File: src/hw/rtl/mrx_pkg.sv
package mrx_pkg;

    localparam int RX_BUFFER_DEPTH_DEF = 64;
    localparam logic [15:0] GAP_TICKS_RESET = 16'd5;
    localparam logic [15:0] CRC_INIT = 16'hFFFF;
    localparam logic [15:0] CRC_GOOD = 16'h0000;
    localparam logic [15:0] CRC_POLY = 16'hA001;
    localparam logic [15:0] GAP_MAX = 16'hFFFF;
    localparam int MAX_SHOWN = 62;

    localparam logic [1:0] FUNC_BYTE = 2'd0;
    localparam logic [1:0] FUNC_TICK = 2'd1;
    localparam logic [1:0] FUNC_RELEASE = 2'd2;

    localparam logic [1:0] KIND_OK = 2'd0;
    localparam logic [1:0] KIND_CRC_ERR = 2'd1;
    localparam logic [1:0] KIND_RUNT = 2'd2;
    localparam logic [1:0] KIND_DATA = 2'd3;

    typedef struct packed {
        logic [1:0] kind;
        logic [7:0] addr;
        logic [7:0] func;
        logic [5:0] len;
        logic [5:0] shown;
    } mrx_job_t;

    // CRC-16/MODBUS lookup entry for one index byte
    function automatic logic [15:0] crc16_tab(input logic [7:0] idx);
        logic [15:0] c;
        c = {8'h00, idx};
        for (int b = 0; b < 8; b++)
        begin
            c = c[0] ? ((c >> 1) ^ CRC_POLY) : (c >> 1);
        end
        return c;
    endfunction

    function automatic logic [15:0] crc16_step(input logic [15:0] crc,
                                               input logic [7:0] data);
        return {8'h00, crc[15:8]} ^ crc16_tab(crc[7:0] ^ data);
    endfunction

endpackage

File: src/hw/rtl/mrx_front.sv
module mrx_front import mrx_pkg::*; #(
    parameter int RX_BUFFER_DEPTH = RX_BUFFER_DEPTH_DEF,
    localparam int AW = $clog2(RX_BUFFER_DEPTH),
    localparam int CW = $clog2(RX_BUFFER_DEPTH + 1)
) (
    input  logic          clk,
    input  logic          rst_n,
    input  logic          s_tvalid,
    output logic          s_tready,
    input  logic [7:0]    s_tdata,
    input  logic [1:0]    s_tuser,
    input  logic          cfg_valid,
    output logic          cfg_ready,
    input  logic [15:0]   cfg_data,
    input  logic          busy,
    input  logic          q_full,
    output logic          q_push,
    output mrx_job_t      q_job,
    output logic          buf_we,
    output logic [AW-1:0] buf_waddr,
    output logic [7:0]    buf_wdata
);

    localparam logic [1:0] PH_ADDR = 2'd0;
    localparam logic [1:0] PH_FUNC = 2'd1;
    localparam logic [1:0] PH_DATA = 2'd2;

    logic [1:0]    phase_reg, phase_next;
    logic [15:0]   crc_reg, crc_next;
    logic [7:0]    addr_reg, addr_next;
    logic [7:0]    func_reg, func_next;
    logic [CW-1:0] count_reg, count_next;
    logic          pending_reg, pending_next;
    logic [15:0]   gap_reg, gap_next;
    logic          armed_reg, armed_next;
    logic [15:0]   gap_ticks_reg;

    logic          accept;
    logic [CW-1:0] count_sat;
    logic [CW-1:0] len;
    logic [15:0]   gap_inc;

    assign cfg_ready = 1'b1;
    assign s_tready  = !q_full && !((s_tuser == FUNC_BYTE) && busy);
    assign accept    = s_tvalid && s_tready;

    assign count_sat = (count_reg >= CW'(RX_BUFFER_DEPTH)) ?
                       CW'(RX_BUFFER_DEPTH - 1) : count_reg;
    assign len       = count_reg - CW'(2);
    assign gap_inc   = (gap_reg == GAP_MAX) ? gap_reg : gap_reg + 16'd1;

    assign buf_waddr = AW'(count_sat);
    assign buf_wdata = s_tdata;
    assign buf_we    = accept && (s_tuser == FUNC_BYTE) && !pending_reg &&
                       (phase_reg == PH_DATA);

    always_comb
    begin
        phase_next   = phase_reg;
        crc_next     = crc_reg;
        addr_next    = addr_reg;
        func_next    = func_reg;
        count_next   = count_reg;
        pending_next = pending_reg;
        gap_next     = gap_reg;
        armed_next   = armed_reg;
        q_push       = 1'b0;
        q_job.kind   = KIND_OK;
        q_job.addr   = addr_reg;
        q_job.func   = func_reg;
        q_job.len    = 6'd0;
        q_job.shown  = 6'd0;
        if (accept)
        begin
            unique case (s_tuser)
                FUNC_BYTE:
                begin
                    if (!pending_reg)
                    begin
                        unique case (phase_reg)
                            PH_ADDR:
                            begin
                                addr_next  = s_tdata;
                                count_next = '0;
                                phase_next = PH_FUNC;
                                crc_next   = crc16_step(CRC_INIT, s_tdata);
                            end
                            PH_FUNC:
                            begin
                                func_next  = s_tdata;
                                phase_next = PH_DATA;
                                crc_next   = crc16_step(crc_reg, s_tdata);
                            end
                            default:
                            begin
                                count_next = count_sat + CW'(1);
                                crc_next   = crc16_step(crc_reg, s_tdata);
                            end
                        endcase
                        armed_next = 1'b1;
                        gap_next   = 16'd0;
                    end
                end
                FUNC_TICK:
                begin
                    gap_next = gap_inc;
                    if (armed_reg && (gap_inc >= gap_ticks_reg))
                    begin
                        q_push = 1'b1;
                        if ((phase_reg != PH_DATA) || (count_reg < CW'(2)))
                        begin
                            q_job.kind = KIND_RUNT;
                        end
                        else if (crc_reg != CRC_GOOD)
                        begin
                            q_job.kind = KIND_CRC_ERR;
                        end
                        else
                        begin
                            q_job.kind   = KIND_OK;
                            q_job.len    = 6'(len);
                            q_job.shown  = (32'(len) > 32'(MAX_SHOWN)) ?
                                           6'(MAX_SHOWN) : 6'(len);
                            count_next   = len;
                            pending_next = 1'b1;
                        end
                        crc_next   = CRC_INIT;
                        phase_next = PH_ADDR;
                        armed_next = 1'b0;
                    end
                end
                FUNC_RELEASE:
                begin
                    pending_next = 1'b0;
                end
                default:
                begin
                end
            endcase
        end
    end

    always_ff @(posedge clk or negedge rst_n)
    begin
        if (!rst_n)
        begin
            phase_reg     <= PH_ADDR;
            crc_reg       <= CRC_INIT;
            addr_reg      <= 8'd0;
            func_reg      <= 8'd0;
            count_reg     <= '0;
            pending_reg   <= 1'b0;
            gap_reg       <= 16'd0;
            armed_reg     <= 1'b0;
            gap_ticks_reg <= GAP_TICKS_RESET;
        end
        else
        begin
            phase_reg   <= phase_next;
            crc_reg     <= crc_next;
            addr_reg    <= addr_next;
            func_reg    <= func_next;
            count_reg   <= count_next;
            pending_reg <= pending_next;
            gap_reg     <= gap_next;
            armed_reg   <= armed_next;
            if (cfg_valid && cfg_ready)
            begin
                gap_ticks_reg <= cfg_data;
            end
        end
    end

endmodule

File: src/hw/rtl/mrx_jobq.sv
module mrx_jobq import mrx_pkg::*; (
    input  logic     clk,
    input  logic     rst_n,
    input  logic     push,
    input  mrx_job_t din,
    input  logic     pop,
    output mrx_job_t dout,
    output logic     full,
    output logic     empty
);

    mrx_job_t   slot_reg [2];
    logic       wptr_reg;
    logic       rptr_reg;
    logic [1:0] cnt_reg;

    assign full  = (cnt_reg == 2'd2);
    assign empty = (cnt_reg == 2'd0);
    assign dout  = slot_reg[rptr_reg];

    always_ff @(posedge clk)
    begin
        if (push)
        begin
            slot_reg[wptr_reg] <= din;
        end
    end

    always_ff @(posedge clk or negedge rst_n)
    begin
        if (!rst_n)
        begin
            wptr_reg <= 1'b0;
            rptr_reg <= 1'b0;
            cnt_reg  <= 2'd0;
        end
        else
        begin
            if (push)
            begin
                wptr_reg <= !wptr_reg;
            end
            if (pop)
            begin
                rptr_reg <= !rptr_reg;
            end
            if (push && !pop)
            begin
                cnt_reg <= cnt_reg + 2'd1;
            end
            else if (pop && !push)
            begin
                cnt_reg <= cnt_reg - 2'd1;
            end
        end
    end

endmodule

File: src/hw/rtl/mrx_back.sv
module mrx_back import mrx_pkg::*; #(
    parameter int RX_BUFFER_DEPTH = RX_BUFFER_DEPTH_DEF,
    localparam int AW = $clog2(RX_BUFFER_DEPTH)
) (
    input  logic          clk,
    input  logic          rst_n,
    input  logic          q_empty,
    input  mrx_job_t      q_job,
    output logic          q_pop,
    output logic          busy,
    input  logic          buf_we,
    input  logic [AW-1:0] buf_waddr,
    input  logic [7:0]    buf_wdata,
    output logic          m_tvalid,
    input  logic          m_tready,
    output logic [39:0]   m_tdata,
    output logic [1:0]    m_tuser,
    output logic          m_tlast
);

    localparam logic [1:0] S_IDLE = 2'd0;
    localparam logic [1:0] S_READ = 2'd1;
    localparam logic [1:0] S_EMIT = 2'd2;

    logic [7:0] mem [RX_BUFFER_DEPTH];
    logic [7:0] rd_data_reg;

    logic [1:0] state_reg, state_next;
    logic [5:0] idx_reg, idx_next;
    mrx_job_t   job_reg;
    logic       vld_reg, vld_next;
    logic       load_hdr, load_data;
    logic       out_free;
    logic       data_last;

    logic [1:0] o_kind_reg;
    logic [7:0] o_addr_reg, o_func_reg, o_byte_reg;
    logic [5:0] o_len_reg, o_idx_reg;
    logic       o_last_reg;

    assign out_free  = !vld_reg || m_tready;
    assign busy      = !q_empty || (state_reg != S_IDLE);
    assign data_last = ((idx_reg + 6'd1) == job_reg.shown);

    always_ff @(posedge clk)
    begin
        if (buf_we)
        begin
            mem[buf_waddr] <= buf_wdata;
        end
    end

    always_ff @(posedge clk)
    begin
        if (state_reg == S_READ)
        begin
            rd_data_reg <= mem[AW'(idx_reg)];
        end
    end

    always_comb
    begin
        state_next = state_reg;
        idx_next   = idx_reg;
        vld_next   = vld_reg && !m_tready;
        load_hdr   = 1'b0;
        load_data  = 1'b0;
        q_pop      = 1'b0;
        unique case (state_reg)
            S_IDLE:
            begin
                if (!q_empty && out_free)
                begin
                    q_pop    = 1'b1;
                    load_hdr = 1'b1;
                    vld_next = 1'b1;
                    idx_next = 6'd0;
                    if ((q_job.kind == KIND_OK) && (q_job.shown != 6'd0))
                    begin
                        state_next = S_READ;
                    end
                end
            end
            S_READ:
            begin
                state_next = S_EMIT;
            end
            S_EMIT:
            begin
                if (out_free)
                begin
                    load_data = 1'b1;
                    vld_next  = 1'b1;
                    if (data_last)
                    begin
                        state_next = S_IDLE;
                    end
                    else
                    begin
                        idx_next   = idx_reg + 6'd1;
                        state_next = S_READ;
                    end
                end
            end
            default:
            begin
                state_next = S_IDLE;
            end
        endcase
    end

    always_ff @(posedge clk)
    begin
        if (load_hdr)
        begin
            job_reg    <= q_job;
            o_kind_reg <= q_job.kind;
            o_addr_reg <= q_job.addr;
            o_func_reg <= q_job.func;
            o_len_reg  <= q_job.len;
            o_idx_reg  <= 6'd0;
            o_byte_reg <= 8'd0;
            o_last_reg <= (q_job.kind != KIND_OK) || (q_job.shown == 6'd0);
        end
        else if (load_data)
        begin
            o_kind_reg <= KIND_DATA;
            o_addr_reg <= job_reg.addr;
            o_func_reg <= job_reg.func;
            o_len_reg  <= job_reg.len;
            o_idx_reg  <= idx_reg;
            o_byte_reg <= rd_data_reg;
            o_last_reg <= data_last;
        end
    end

    always_ff @(posedge clk or negedge rst_n)
    begin
        if (!rst_n)
        begin
            state_reg <= S_IDLE;
            idx_reg   <= 6'd0;
            vld_reg   <= 1'b0;
        end
        else
        begin
            state_reg <= state_next;
            idx_reg   <= idx_next;
            vld_reg   <= vld_next;
        end
    end

    assign m_tvalid = vld_reg;
    assign m_tuser  = o_kind_reg;
    assign m_tlast  = o_last_reg;
    assign m_tdata  = {4'b0000, o_byte_reg, o_idx_reg, o_len_reg, o_func_reg, o_addr_reg};

endmodule

File: src/hw/rtl/modbus_rtu_frame_receiver_top.sv
// Input: one transaction per cycle; byte transactions stall while a result is queued
// or being read out, and all transactions stall while the job queue is full.
// A tick that ends a frame pushes a job to the job queue; the back end pops it and
// registers the first result. Readout: the read sequencer passes each payload
// result through READ and EMIT (registered buffer read); up to 63 results per frame.
// Reset: asynchronous, active low; control cleared, gap_ticks back to 5,
// frame buffer contents left as they are (no clearing pass).
module modbus_rtu_frame_receiver_top import mrx_pkg::*; #(
    parameter int RX_BUFFER_DEPTH = RX_BUFFER_DEPTH_DEF
) (
    input  logic        clk,
    input  logic        rst_n,
    input  logic        s_tvalid,
    output logic        s_tready,
    input  logic [7:0]  s_tdata,   // [7:0] rx_byte
    input  logic [1:0]  s_tuser,   // [1:0] func
    output logic        m_tvalid,
    input  logic        m_tready,
    // [7:0] slave_address, [15:8] function_code, [21:16] payload_length,
    // [27:22] payload_index, [35:28] payload_byte, [39:36] zero
    output logic [39:0] m_tdata,
    output logic [1:0]  m_tuser,   // [1:0] kind
    output logic        m_tlast,
    input  logic        cfg_valid,
    output logic        cfg_ready,
    input  logic [15:0] cfg_data
);

    localparam int AW = $clog2(RX_BUFFER_DEPTH);

    logic          busy;
    logic          q_full, q_empty, q_push, q_pop;
    mrx_job_t      push_job, head_job;
    logic          buf_we;
    logic [AW-1:0] buf_waddr;
    logic [7:0]    buf_wdata;

    mrx_front #(.RX_BUFFER_DEPTH(RX_BUFFER_DEPTH)) u_front (
        .clk       (clk),
        .rst_n     (rst_n),
        .s_tvalid  (s_tvalid),
        .s_tready  (s_tready),
        .s_tdata   (s_tdata),
        .s_tuser   (s_tuser),
        .cfg_valid (cfg_valid),
        .cfg_ready (cfg_ready),
        .cfg_data  (cfg_data),
        .busy      (busy),
        .q_full    (q_full),
        .q_push    (q_push),
        .q_job     (push_job),
        .buf_we    (buf_we),
        .buf_waddr (buf_waddr),
        .buf_wdata (buf_wdata)
    );

    mrx_jobq u_jobq (
        .clk   (clk),
        .rst_n (rst_n),
        .push  (q_push),
        .din   (push_job),
        .pop   (q_pop),
        .dout  (head_job),
        .full  (q_full),
        .empty (q_empty)
    );

    mrx_back #(.RX_BUFFER_DEPTH(RX_BUFFER_DEPTH)) u_back (
        .clk       (clk),
        .rst_n     (rst_n),
        .q_empty   (q_empty),
        .q_job     (head_job),
        .q_pop     (q_pop),
        .busy      (busy),
        .buf_we    (buf_we),
        .buf_waddr (buf_waddr),
        .buf_wdata (buf_wdata),
        .m_tvalid  (m_tvalid),
        .m_tready  (m_tready),
        .m_tdata   (m_tdata),
        .m_tuser   (m_tuser),
        .m_tlast   (m_tlast)
    );

endmodule

File: config.mk
export PLATFORM = sky130hd
export DESIGN_NAME = modbus_rtu_frame_receiver_top
export DESIGN_NICKNAME = d
export VERILOG_FILES = /design/src/hw/rtl/mrx_pkg.sv /design/src/hw/rtl/mrx_front.sv /design/src/hw/rtl/mrx_jobq.sv /design/src/hw/rtl/mrx_back.sv /design/src/hw/rtl/modbus_rtu_frame_receiver_top.sv
export SDC_FILE = /design/constraint.sdc
export NUM_CORES = 1
export LEC_CHECK = 0
export ABC_AREA = 1
export BUFFER_PORTS_ARGS = -buffer_cell sky130_fd_sc_hd__buf_2
export CORE_ASPECT_RATIO = 1.2
export CORE_MARGIN = 2
export CORE_UTILIZATION = 35
export DETAILED_ROUTE_END_ITERATION = 10
export PLACE_DENSITY_LB_ADDON = 0.25
export SLEW_MARGIN = 30
export SYNTH_ARGS = -nofsm -noshare
export SYNTH_HDL_FRONTEND = slang
export SYNTH_HIERARCHICAL = 1
export SYNTH_SLANG_ARGS = --single-unit
File: constraint.sdc
create_clock -name clk -period 8.8 [get_ports clk]
set_input_delay 1.76 -clock clk [delete_from_list [all_inputs] [get_ports clk]]
set_output_delay 1.76 -clock clk [all_outputs]
set_load 0.02 [all_outputs]
# Yosys cells after proc, flatten, opt, wreduce, memory -nomap -nowiden
# Memory sizes are Yosys's and may differ from the RTL's. A register that Yosys moved wholly into a read port is not among the register bits.
# Cells that the tools add are included.
dict set report totals {
  reg_bits 155
  ram_bits 572
  output_inout_bits 46
  elab_cells 216
  n_memories 2
}
# name words word_bits read_ports rd_ports_with_merged_regs write_ports line_no
set mem_list {}
lappend mem_list {u_back.mem 64 8 1 1 1 mrx_back.sv:25} ;# logic [7:0] mem [RX_BUFFER_DEPTH];
lappend mem_list {u_jobq.slot_reg 2 30 1 0 1 mrx_jobq.sv:12} ;# mrx_job_t slot_reg [2];
dict set report classes {
  add_sub_neg 6
  magnitude_cmp 4
  eq_ne 20
  n_mux 87
  n_bitwise 21
  reduce_logical 50
}
# cell n
set op_table {}
lappend op_table {{$mux 16} 21}
lappend op_table {{$pmux 16 s2} 2}
lappend op_table {{$mux 12} 5}
lappend op_table {{$not 2->3} 14}
lappend op_table {{$mux 6} 6}
lappend op_table {{$mux 7} 5}
lappend op_table {{$mux 8} 4}
lappend op_table {{$pmux 7 s2} 2}
lappend op_table {{$mux 2} 13}
lappend op_table {{$mux 1} 22}
lappend op_table {{$add 16x1->16 const B} 1}
lappend op_table {{$eq 16x16->1 const B} 1}
lappend op_table {{$ge 16x16->1} 1}
lappend op_table {{$not 8->8} 2}
lappend op_table {{$reduce_and 4->1} 4}
lappend op_table {{$reduce_bool 16->1} 1}
lappend op_table {{$xor 8x16->16} 1}
lappend op_table {{$reduce_bool 2->1} 7}
lappend op_table {{$logic_and 1x1->1} 12}
lappend op_table {{$ne 2x2->1 const B} 6}
lappend op_table {{$pmux 6 s2} 1}
lappend op_table {{$logic_not 1->1} 10}
lappend op_table {{$logic_not 2->1} 5}
lappend op_table {{$reduce_and 5->1} 2}
lappend op_table {{24 further kinds} 40}

# Longest topological paths before layout
# Gate-level depths: netlist of the first run.
dict set report depth {
  word_depth 21
  depth_mapped 26
  depth_no_buf 26
}

# Hierarchy
# The synthesis of the first run kept the hierarchy.
# mod n_inst cells_per_inst area_per_inst_um2 seq_area_each_um2
set modules_own_cells {}
lappend modules_own_cells {mrx_back 1 2115 24484.7 17712.0}
lappend modules_own_cells {mrx_front 1 671 4938.5 1899.3}
lappend modules_own_cells {mrx_jobq 1 118 2379.8 1901.8}

# Worst setup path before layout of the first run
# No wires, ideal clock.
dict set report synth_timing {
  path_kind {register to register}
  startpoint {reg u_front.gap_reg[0]}
  endpoint {mem u_jobq/slot_reg[0][0] (netlist name), enable pin}
  setup_ns 0.417
  t_arrival_ns 4.016
  required_ns 8.383
  slack_ns 4.367
  stages_incl_launch_ff 19
  path_buffers 0
  path_cell_list {dfrtp_1 ha_1 nand2_1 nor2_2 nand3_2 nor3_2 nand4_1 and2_1 xnor2_1 inv_1 ha_1 nand4_1 nor3_1 nand3_1 nand3_1 nand3_1 nor2_1 inv_1 nor2_1}
}
dict set report synth_via {
  elab_chain_len 9
  word_cells_on_any_way 10
  cone_classes {add/sub: 1; order compare: 1; eq/ne: 1; mux: 6; reduce/logical: 1}
}
# element line_no
set synth_lines {}
lappend synth_lines {{start, declared} mrx_front.sv:34} ;# logic [15:0] gap_reg, gap_next;
lappend synth_lines {{start signal, assigned} mrx_front.sv:165} ;# gap_reg <= gap_next;
lappend synth_lines {{$add 16x1->16 or $eq 16x16->1 (tied branches)} mrx_front.sv:50} ;# assign gap_inc = (gap_reg == GAP_MAX) ? gap_reg : gap_reg + 16'd1;
lappend synth_lines {{$mux 16 (*)} mrx_front.sv:50}
lappend synth_lines {{$ge 16x16->1 (*)} mrx_front.sv:107} ;# if (armed_reg && (gap_inc >= gap_ticks_reg))
lappend synth_lines {{$logic_and 1x1->1 (*)} mrx_front.sv:107}
lappend synth_lines {{$mux 1 (*)} mrx_front.sv:107}
lappend synth_lines {{$mux 1 (*)} mrx_front.sv:75} ;# unique case (s_tuser)
lappend synth_lines {{$mux 1 (*)} mrx_front.sv:73} ;# if (accept)
lappend synth_lines {{net q_push} modbus_rtu_frame_receiver_top.sv:32} ;# logic q_full, q_empty, q_push, q_pop;
lappend synth_lines {{$mux 1 (*)} mrx_jobq.sv:23} ;# if (push)
lappend synth_lines {{$mux 1 (not written as such) (*)} mrx_jobq.sv:25} ;# slot_reg[wptr_reg] <= din;
lappend synth_lines {{end, declared} mrx_jobq.sv:12}
# Mark *: on every way through the listed nets, which the timed path passes. The rest lies on a longest branch.

# Worst setup path in the final report of the first run
dict set report layout_timing {
  startpoint {reg u_front.gap_reg[0]}
  endpoint {mem u_jobq/slot_reg[0][20] (netlist name), enable pin}
}
# The elaborated chain is that of the path after synthesis.

==> results.txt, run 1 <==
ANT nets after route: 0
global routing met1 resource utilization: 22.8%
number of CTS-inserted buffers: 78
Final Setup Violations: 0
final clock skew: 23.5 ps
sinks on the clock net: 735
cell type contributing the most total cell area after synthesis: sky130_fd_sc_hd__edfxtp_1
sequential element share of the synthesized area: 67.6%
Post-layout nets: 2986
count of unresolved DRC violations after routing: 0
total power: 10.2 mW
number of antenna violations at the first check in global routing: 2
GRT Util Overall: 17.2%
end point of the critical path: u_jobq/slot_reg[0][20]
leakage dissipation: 13.5 nW
CTS tree: built
pin slew with the least headroom to its limit: 953 ps
Worst setup SP type: flop
path type of the worst min-delay path: flop to flop
Top Ports: 77
area of the multi-input gates: 8750 µm²
clock transition at the register clock pins on the worst setup and hold paths after CTS: 60 ps
number of antenna cells inserted: 0
height of the die: 334 µm
category of the most critical setup path: flop to flop
async set or reset register ratio after synthesis: 12.0%
Starting Density: 35.2%
cell types with the highest counts after synthesis: sky130_fd_sc_hd__nand2_1 (968), sky130_fd_sc_hd__edfxtp_1 (633), sky130_fd_sc_hd__nand3_1 (482), sky130_fd_sc_hd__inv_1 (140), sky130_fd_sc_hd__nor2_1 (120)
via count of the first global-routing pass: 20300
power density over the cells: 286 nW/µm²
Post-synth EDFFs: 633
fill count: 8729
Max-Slew Margin vs Limit: 36.5%
Syn-to-layout area delta: 11.7%
highest attainable clock frequency: 0.240 GHz
Post-Syn Instances: 2904
buffers inserted during post-CTS setup optimization: 0
Root Buffer: sky130_fd_sc_hd__clkbuf_16
max-capacitance violation count: 0
Worst R2R Path Depth: 19
reg-to-reg slack, setup: 4640 ps
flip-flop count of the largest register after layout: 512
share of cells above drive strength 1: 10.6%
total length of routed wires: 80700 µm
worst IR drop on VDD: 0.000189 V
met3 routing resource usage after global routing: 2.28%
final cycle utilization of the critical path: 47.3%
last weighted congestion value of the routability-driven placer: 0.852
data arrival time of the critical path: 4430 ps
routed vias: 20600
end of the worst register-to-register path: u_jobq/slot_reg[0][20]
overall die area: 93300 µm²
clock period minus final worst setup slack: 4160 ps
placeable core region: 90400 µm²
drt first pass iters: 6
Clock Path Buffers: 3
row cnt: 121
wire length of the first global-routing pass: 123000 µm
count of buffers inserted at the top-level ports: 71
WL per Instance: 19.4 µm
Avg Vias per Cell: 4.96
top-area cell type share of the netlist area: 59.8%
leading post-synthesis cells by cell area: sky130_fd_sc_hd__edfxtp_1 (60%), sky130_fd_sc_hd__nand2_1 (11%), sky130_fd_sc_hd__nand3_1 (7.6%)
crit path from: u_front/gap_reg[0]
sum of net half-perimeters after detailed placement: 49600 µm
origin of the critical flop-to-flop path: u_front/gap_reg[0]
max-slew violations: 0
Crit path required time: 9070 ps
mean instance size in the synthesized netlist: 11.0 µm²
Yosys reg bits: 735
CP endpoint kind: flop
Top FF cell, synth: sky130_fd_sc_hd__edfxtp_1
die span in x: 279 µm
Most Used Layer, Global Route: met2
overflow left after global routing: 0
number of endpoints with negative hold slack in the final report: 0
Synthesis Warnings: 6
run status: finished clean
leading cell type by number of instances after synthesis: sky130_fd_sc_hd__nand2_1
setup repair after global routing missed its margin: no
hold bufs inserted after CTS: 0
DRT iter0 DRCs: 1646
total area of sequential cells: 21500 µm²
maximum number of pins on one net before global-route repair: 169
Post-Synthesis Cell Area: 31800 µm²
largest fanout on the critical path: 30
clock latency of the later-clocked register in the worst-skew pair: 630 ps
CTS H-tree depth: 3
PostCTS Resize Cnt: 0
setup tns final: 0 ps
count of distinct cell types in the synthesized netlist: 53
global-route met2 utilization: 29.0%
[final cells by class]
type	instances	area share, %
clock inverters	35	1.01
clock buffers	107	6.33
well taps	1168	4.11
repair buffers	97	1.69
multi-input cells	1873	24.6
flip-flops and latches	735	60.6
inverters	148	1.61
[where the power goes]
part           leakage, nW  switching (mW)  internal [mW]
clock                 1.27            1.35           1.97
sequential            6.91           0.207           4.20
combinational         5.28            1.74          0.688
[cell usage in the layout (no fill, tap or decap), types with 5 or more instances in the layout]
cell	count
sky130_fd_sc_hd__nor3_1	17
sky130_fd_sc_hd__bufinv_16	6
sky130_fd_sc_hd__nand2_2	5
sky130_fd_sc_hd__nor2_1	119
sky130_fd_sc_hd__conb_1	5
sky130_fd_sc_hd__dfxtp_1	14
sky130_fd_sc_hd__clkinv_2	12
sky130_fd_sc_hd__a21oi_1	38
sky130_fd_sc_hd__dfstp_2	18
sky130_fd_sc_hd__buf_4	21
sky130_fd_sc_hd__nor2_2	8
sky130_fd_sc_hd__a22oi_1	10
sky130_fd_sc_hd__inv_2	5
sky130_fd_sc_hd__o22ai_1	7
sky130_fd_sc_hd__inv_1	139
sky130_fd_sc_hd__buf_2	70
sky130_fd_sc_hd__clkinv_1	9
sky130_fd_sc_hd__nand3_1	482
sky130_fd_sc_hd__nand4_1	18
sky130_fd_sc_hd__mux2_2	31
sky130_fd_sc_hd__ha_1	22
sky130_fd_sc_hd__nor4_1	8
sky130_fd_sc_hd__clkbuf_16	83
sky130_fd_sc_hd__o21ai_2	8
sky130_fd_sc_hd__xor2_1	20
sky130_fd_sc_hd__clkbuf_1	16
sky130_fd_sc_hd__o21ai_0	57
sky130_fd_sc_hd__clkbuf_8	8
sky130_fd_sc_hd__nand2_1	968
sky130_fd_sc_hd__dfrtp_1	67
sky130_fd_sc_hd__xnor2_1	9
sky130_fd_sc_hd__edfxtp_1	633
sky130_fd_sc_hd__o21ai_1	8
[through the flow]
| step | util (%) | hold slack (ps) | setup WS (ps) | instance area (µm²) | cells |
|---|---|---|---|---|---|
| after detailed placement | 36.4 | 455 | 4190 | 32900 | 4020 |
| after floorplan | - | 442 | 4370 | 31800 | 2907 |
| after CTS | 39.3 | 462 | 4560 | 35500 | 4162 |
| after global routing | 39.3 | 480 | 4000 | 35500 | 4163 |
| after global placement | 36.4 | 451 | 4180 | 32900 | 4020 |
| final | 39.3 | 458 | 4640 | 35500 | 4163 |
[worst max-delay path: stages (launching register included)]
cell and delay (ps):
sky130_fd_sc_hd__dfrtp_1 440, sky130_fd_sc_hd__ha_1 240, sky130_fd_sc_hd__nand2_1 80, sky130_fd_sc_hd__nor2_2 150, sky130_fd_sc_hd__nand3_2 120, sky130_fd_sc_hd__nor3_2 150
sky130_fd_sc_hd__nand4_1 250, sky130_fd_sc_hd__and2_1 240, sky130_fd_sc_hd__xnor2_1 200, sky130_fd_sc_hd__inv_1 70, sky130_fd_sc_hd__ha_1 290, sky130_fd_sc_hd__nand4_1 70
sky130_fd_sc_hd__nor3_1 210, sky130_fd_sc_hd__nand3_1 100, sky130_fd_sc_hd__nand3_1 220, sky130_fd_sc_hd__nand3_1 160, sky130_fd_sc_hd__nor2_1 250, sky130_fd_sc_hd__inv_1 90
sky130_fd_sc_hd__nor2_2 80, sky130_fd_sc_hd__buf_4 380
[routing by layer]
metal | vias to the layer above | routed length, µm
met5 | - | 13
met1 | 9955 | 35600
met4 | 2 | 2370
met3 | 127 | 3730
met2 | 541 | 39000
li1 | 10000 | -
[cells by family (layout without fill, tap and decap cells)]
logic type	count (synthesis)	after routing	synth area share [%]
xor+xnor	29	29	0.799
buf+inv	299	387	4.89
compound gates	139	139	2.48
mux	31	31	1.10
fa+ha+maj	22	22	0.866
simple gates	1647	1647	22.2
flops	735	735	67.6
other cells	2	5	0.0236
[worst min-delay path by stage]
stage                         start                      to  cells after the start
5_1_grt         u_front/addr_reg[0]  u_jobq/slot_reg[1][20]                      0
6_report       u_back/o_byte_reg[1]    u_back/o_byte_reg[1]                      2
3_5_place_dp   u_back/o_byte_reg[1]    u_back/o_byte_reg[1]                      2
2_1_floorplan   u_front/pending_reg     u_front/pending_reg                      2
3_3_place_gp    u_front/addr_reg[0]  u_jobq/slot_reg[0][20]                      0
4_1_cts        u_back/o_byte_reg[1]    u_back/o_byte_reg[1]                      2
(Power assumes the default switching activity.)
==> run 2: changes to the inputs <==
- clock period: 8.8 -> 3.9 ns (I/O delays scaled with it)
==> results.txt, run 2 (synthesis gave the netlist of run 1 again) <==
Clock Path Buffers: 3 (unchanged)
global routing met1 resource utilization: 20.9% (was 22.8%)
die span in x: 279 µm (unchanged)
wire length of the first global-routing pass: 120000 µm (was 123000 µm)
height of the die: 334 µm (unchanged)
path type of the worst min-delay path: primary input to async pin (was flop to flop)
sinks on the clock net: 735 (unchanged)
overflow left after global routing: 0 (unchanged)
GRT Util Overall: 16.7% (was 17.2%)
sum of net half-perimeters after detailed placement: 47700 µm (was 49600 µm)
setup tns final: 0 ps (unchanged)
setup repair after global routing missed its margin: no (unchanged)
clock period minus final worst setup slack: 3490 ps (was 4160 ps)
Worst setup SP type: flop (unchanged)
final clock skew: 26.9 ps (was 23.5 ps)
overall die area: 93300 µm² (unchanged)
flip-flop count of the largest register after layout: 512 (unchanged)
drt first pass iters: 6 (unchanged)
Final Setup Violations: 0 (unchanged)
Sw Ratio: 32.5% (about the same)
leakage dissipation: 13.8 nW (was 13.5 nW)
CP endpoint kind: flop (unchanged)
run status: finished clean (unchanged)
placeable core region: 90400 µm² (unchanged)
Avg Vias per Cell: 4.90 (was 4.96)
part of the total power dissipated in combinational logic: 24.1% (was 23.9%)
max-capacitance violation count: 0 (unchanged)
most frequent cells in the layout: sky130_fd_sc_hd__nand2_1 (968), sky130_fd_sc_hd__edfxtp_1 (633), sky130_fd_sc_hd__nand3_1 (480) (was sky130_fd_sc_hd__nand2_1 (968), sky130_fd_sc_hd__edfxtp_1 (633), sky130_fd_sc_hd__nand3_1 (482))
via count of the first global-routing pass: 20500 (was 20300)
Most Used Layer, Global Route: met2 (unchanged)
pin slew with the least headroom to its limit: 997 ps (was 953 ps)
clock transition at the register clock pins on the worst setup and hold paths after CTS: 60 ps (about the same)
row cnt: 121 (unchanged)
met3 routing resource usage after global routing: 2.23% (was 2.28%)
total length of routed wires: 78400 µm (was 80700 µm)
Starting Density: 35.2% (unchanged)
largest fanout on the critical path: 5 (was 30)
share of cells above drive strength 1: 12.7% (was 10.6%)
CTS H-tree depth: 3 (unchanged)
maximum number of pins on one net before global-route repair: 94 (was 169)
hold bufs inserted after CTS: 0 (unchanged)
highest attainable clock frequency: 0.287 GHz (was 0.240 GHz)
Top Ports: 77 (unchanged)
most common cell after layout, fill and taps aside: sky130_fd_sc_hd__nand2_1 (unchanged)
Clk pwr share: 31.8% (was 32.7%)
Root Buffer: sky130_fd_sc_hd__clkbuf_16 (unchanged)
Syn-to-layout area delta: 13.3% (was 11.7%)
max-slew violations: 0 (unchanged)
number of CTS-inserted buffers: 80 (was 78)
Post-Route Utilization: 39.9% (was 39.3%)
relative contribution of sequential cells to total power: 44.2% (was 43.4%)
count of buffers inserted at the top-level ports: 71 (unchanged)
Max-Slew Margin vs Limit: 33.5% (was 36.5%)
Post-layout nets: 3071 (was 2986)
WL per Instance: 18.4 µm (was 19.4 µm)
routed vias: 20800 (was 20600)
Crit path required time: 4410 ps (was 9070 ps)
CTS tree: built (unchanged)
count of unresolved DRC violations after routing: 0 (unchanged)
data arrival time of the critical path: 3990 ps (was 4430 ps)
number of endpoints with negative hold slack in the final report: 0 (unchanged)
power density over the cells: 625 nW/µm² (was 286 nW/µm²)
final cycle utilization of the critical path: 89.4% (was 47.3%)
DRT iter0 DRCs: 1746 (was 1646)
Internal Pwr Total: 15.2 mW (was 6.86 mW)
worst IR drop on VDD: 0.000338 V (was 0.000189 V)
fill count: 8704 (was 8729)
number of antenna violations at the first check in global routing: 1 (was 2)
net switching power of the design: 7.33 mW (was 3.30 mW)
category of the most critical setup path: flop to flop (unchanged)
last weighted congestion value of the routability-driven placer: 0.840 (was 0.852)
ANT nets after route: 0 (unchanged)
clock latency of the later-clocked register in the worst-skew pair: 630 ps (about the same)
global-route met2 utilization: 30.1% (was 29.0%)
run 2: changes by cell type in the layout (fill, tap and decap cells not counted), sizes merged:
| cell | delta |
|---|---|
| clkinvlp | +3 |
| bufinv | -2 |
| buf | +83 |
| diode | +1 |
| clkinv | -2 |
| clkbuf | -2 |
| inv | +5 |
run 2: layout make-up:
class	instances	area [µm²]	area share, %
flip-flops and latches	735	21500	59.7
multi-input cells	1873	8780	24.4
clock buffers	105	2140	5.93
well taps	1168	1460	4.06
repair buffers	180	1250	3.47
inverters	148	568	1.58
clock inverters	39	312	0.865
diodes	1	2.50	0.00694
run 2: through the flow:
step                hold slack, ps  worst slack, ps  std cells  cell area (µm²)  power, mW
finish                         241              413       4249            36000       22.5
floorplan                      442              161       2907            31800       13.9
detailed placement             454              143       4103            33600       15.6
global route                   278             36.1       4248            36000       23.8
CTS                            240              123       4247            36000       22.8
global placement               450              211       4103            33600       15.5
run 2: power by group through the flow:
stage	combinational (mW)	sequential, mW	clock [mW]
2_1_floorplan	3.73	10.2	0
3_3_place_gp	5.42	10.1	0
5_1_grt	6.11	10.0	7.64
6_report	5.42	9.96	7.16
3_5_place_dp	5.45	10.1	0
4_1_cts	5.47	9.96	7.34
run 2: path summary, 6_finish.rpt:
kind	from	end	slack, ps	cells after the start
hold reg to reg	u_back/o_byte_reg[6]	u_back/o_byte_reg[6]	460	2
hold / removal	rst_n	u_front/func_reg[2]	240	1
min in group clk	m_tready	u_back/m_tvalid	350	2
max in group asynchronous	rst_n	u_back/idx_reg[1]	2890	2
setup / recovery	u_front/gap_reg[1]	u_jobq/cnt_reg[1]	410	21
setup reg to reg	u_front/gap_reg[1]	u_jobq/cnt_reg[1]	410	21
run 2: routing by layer:
layer | vias to the layer above | wire length [µm]
li1 | 10200 | -
met1 | 10100 | 32900
met2 | 477 | 40500
met3 | 111 | 3300
met4 | 0 | 1640
met5 | - | 0
run 2: repair_timing:
item                       CTS  global route
gates resized for setup      0             5
setup endpoints to repair    0            68
buffers inserted             0             1
run 2: worst max-delay path, cell delays in order, from the launching register on:
cell and delay (ps):
sky130_fd_sc_hd__dfrtp_1 380, sky130_fd_sc_hd__ha_1 220, sky130_fd_sc_hd__nand2_1 80, sky130_fd_sc_hd__nor2_2 160, sky130_fd_sc_hd__nand3_2 120, sky130_fd_sc_hd__nor3_2 140, sky130_fd_sc_hd__nand4_1 110, sky130_fd_sc_hd__buf_4 180
sky130_fd_sc_hd__nand3_1 80, sky130_fd_sc_hd__xor2_1 230, sky130_fd_sc_hd__ha_1 290, sky130_fd_sc_hd__a21oi_1 140, sky130_fd_sc_hd__o21ai_0 80, sky130_fd_sc_hd__a21oi_1 180, sky130_fd_sc_hd__nand3_2 180, sky130_fd_sc_hd__nand3_2 150
sky130_fd_sc_hd__nor2_4 60, sky130_fd_sc_hd__ha_1 340, sky130_fd_sc_hd__inv_1 80, sky130_fd_sc_hd__nand3_1 80, sky130_fd_sc_hd__nand2_1 60, sky130_fd_sc_hd__nand2_1 40
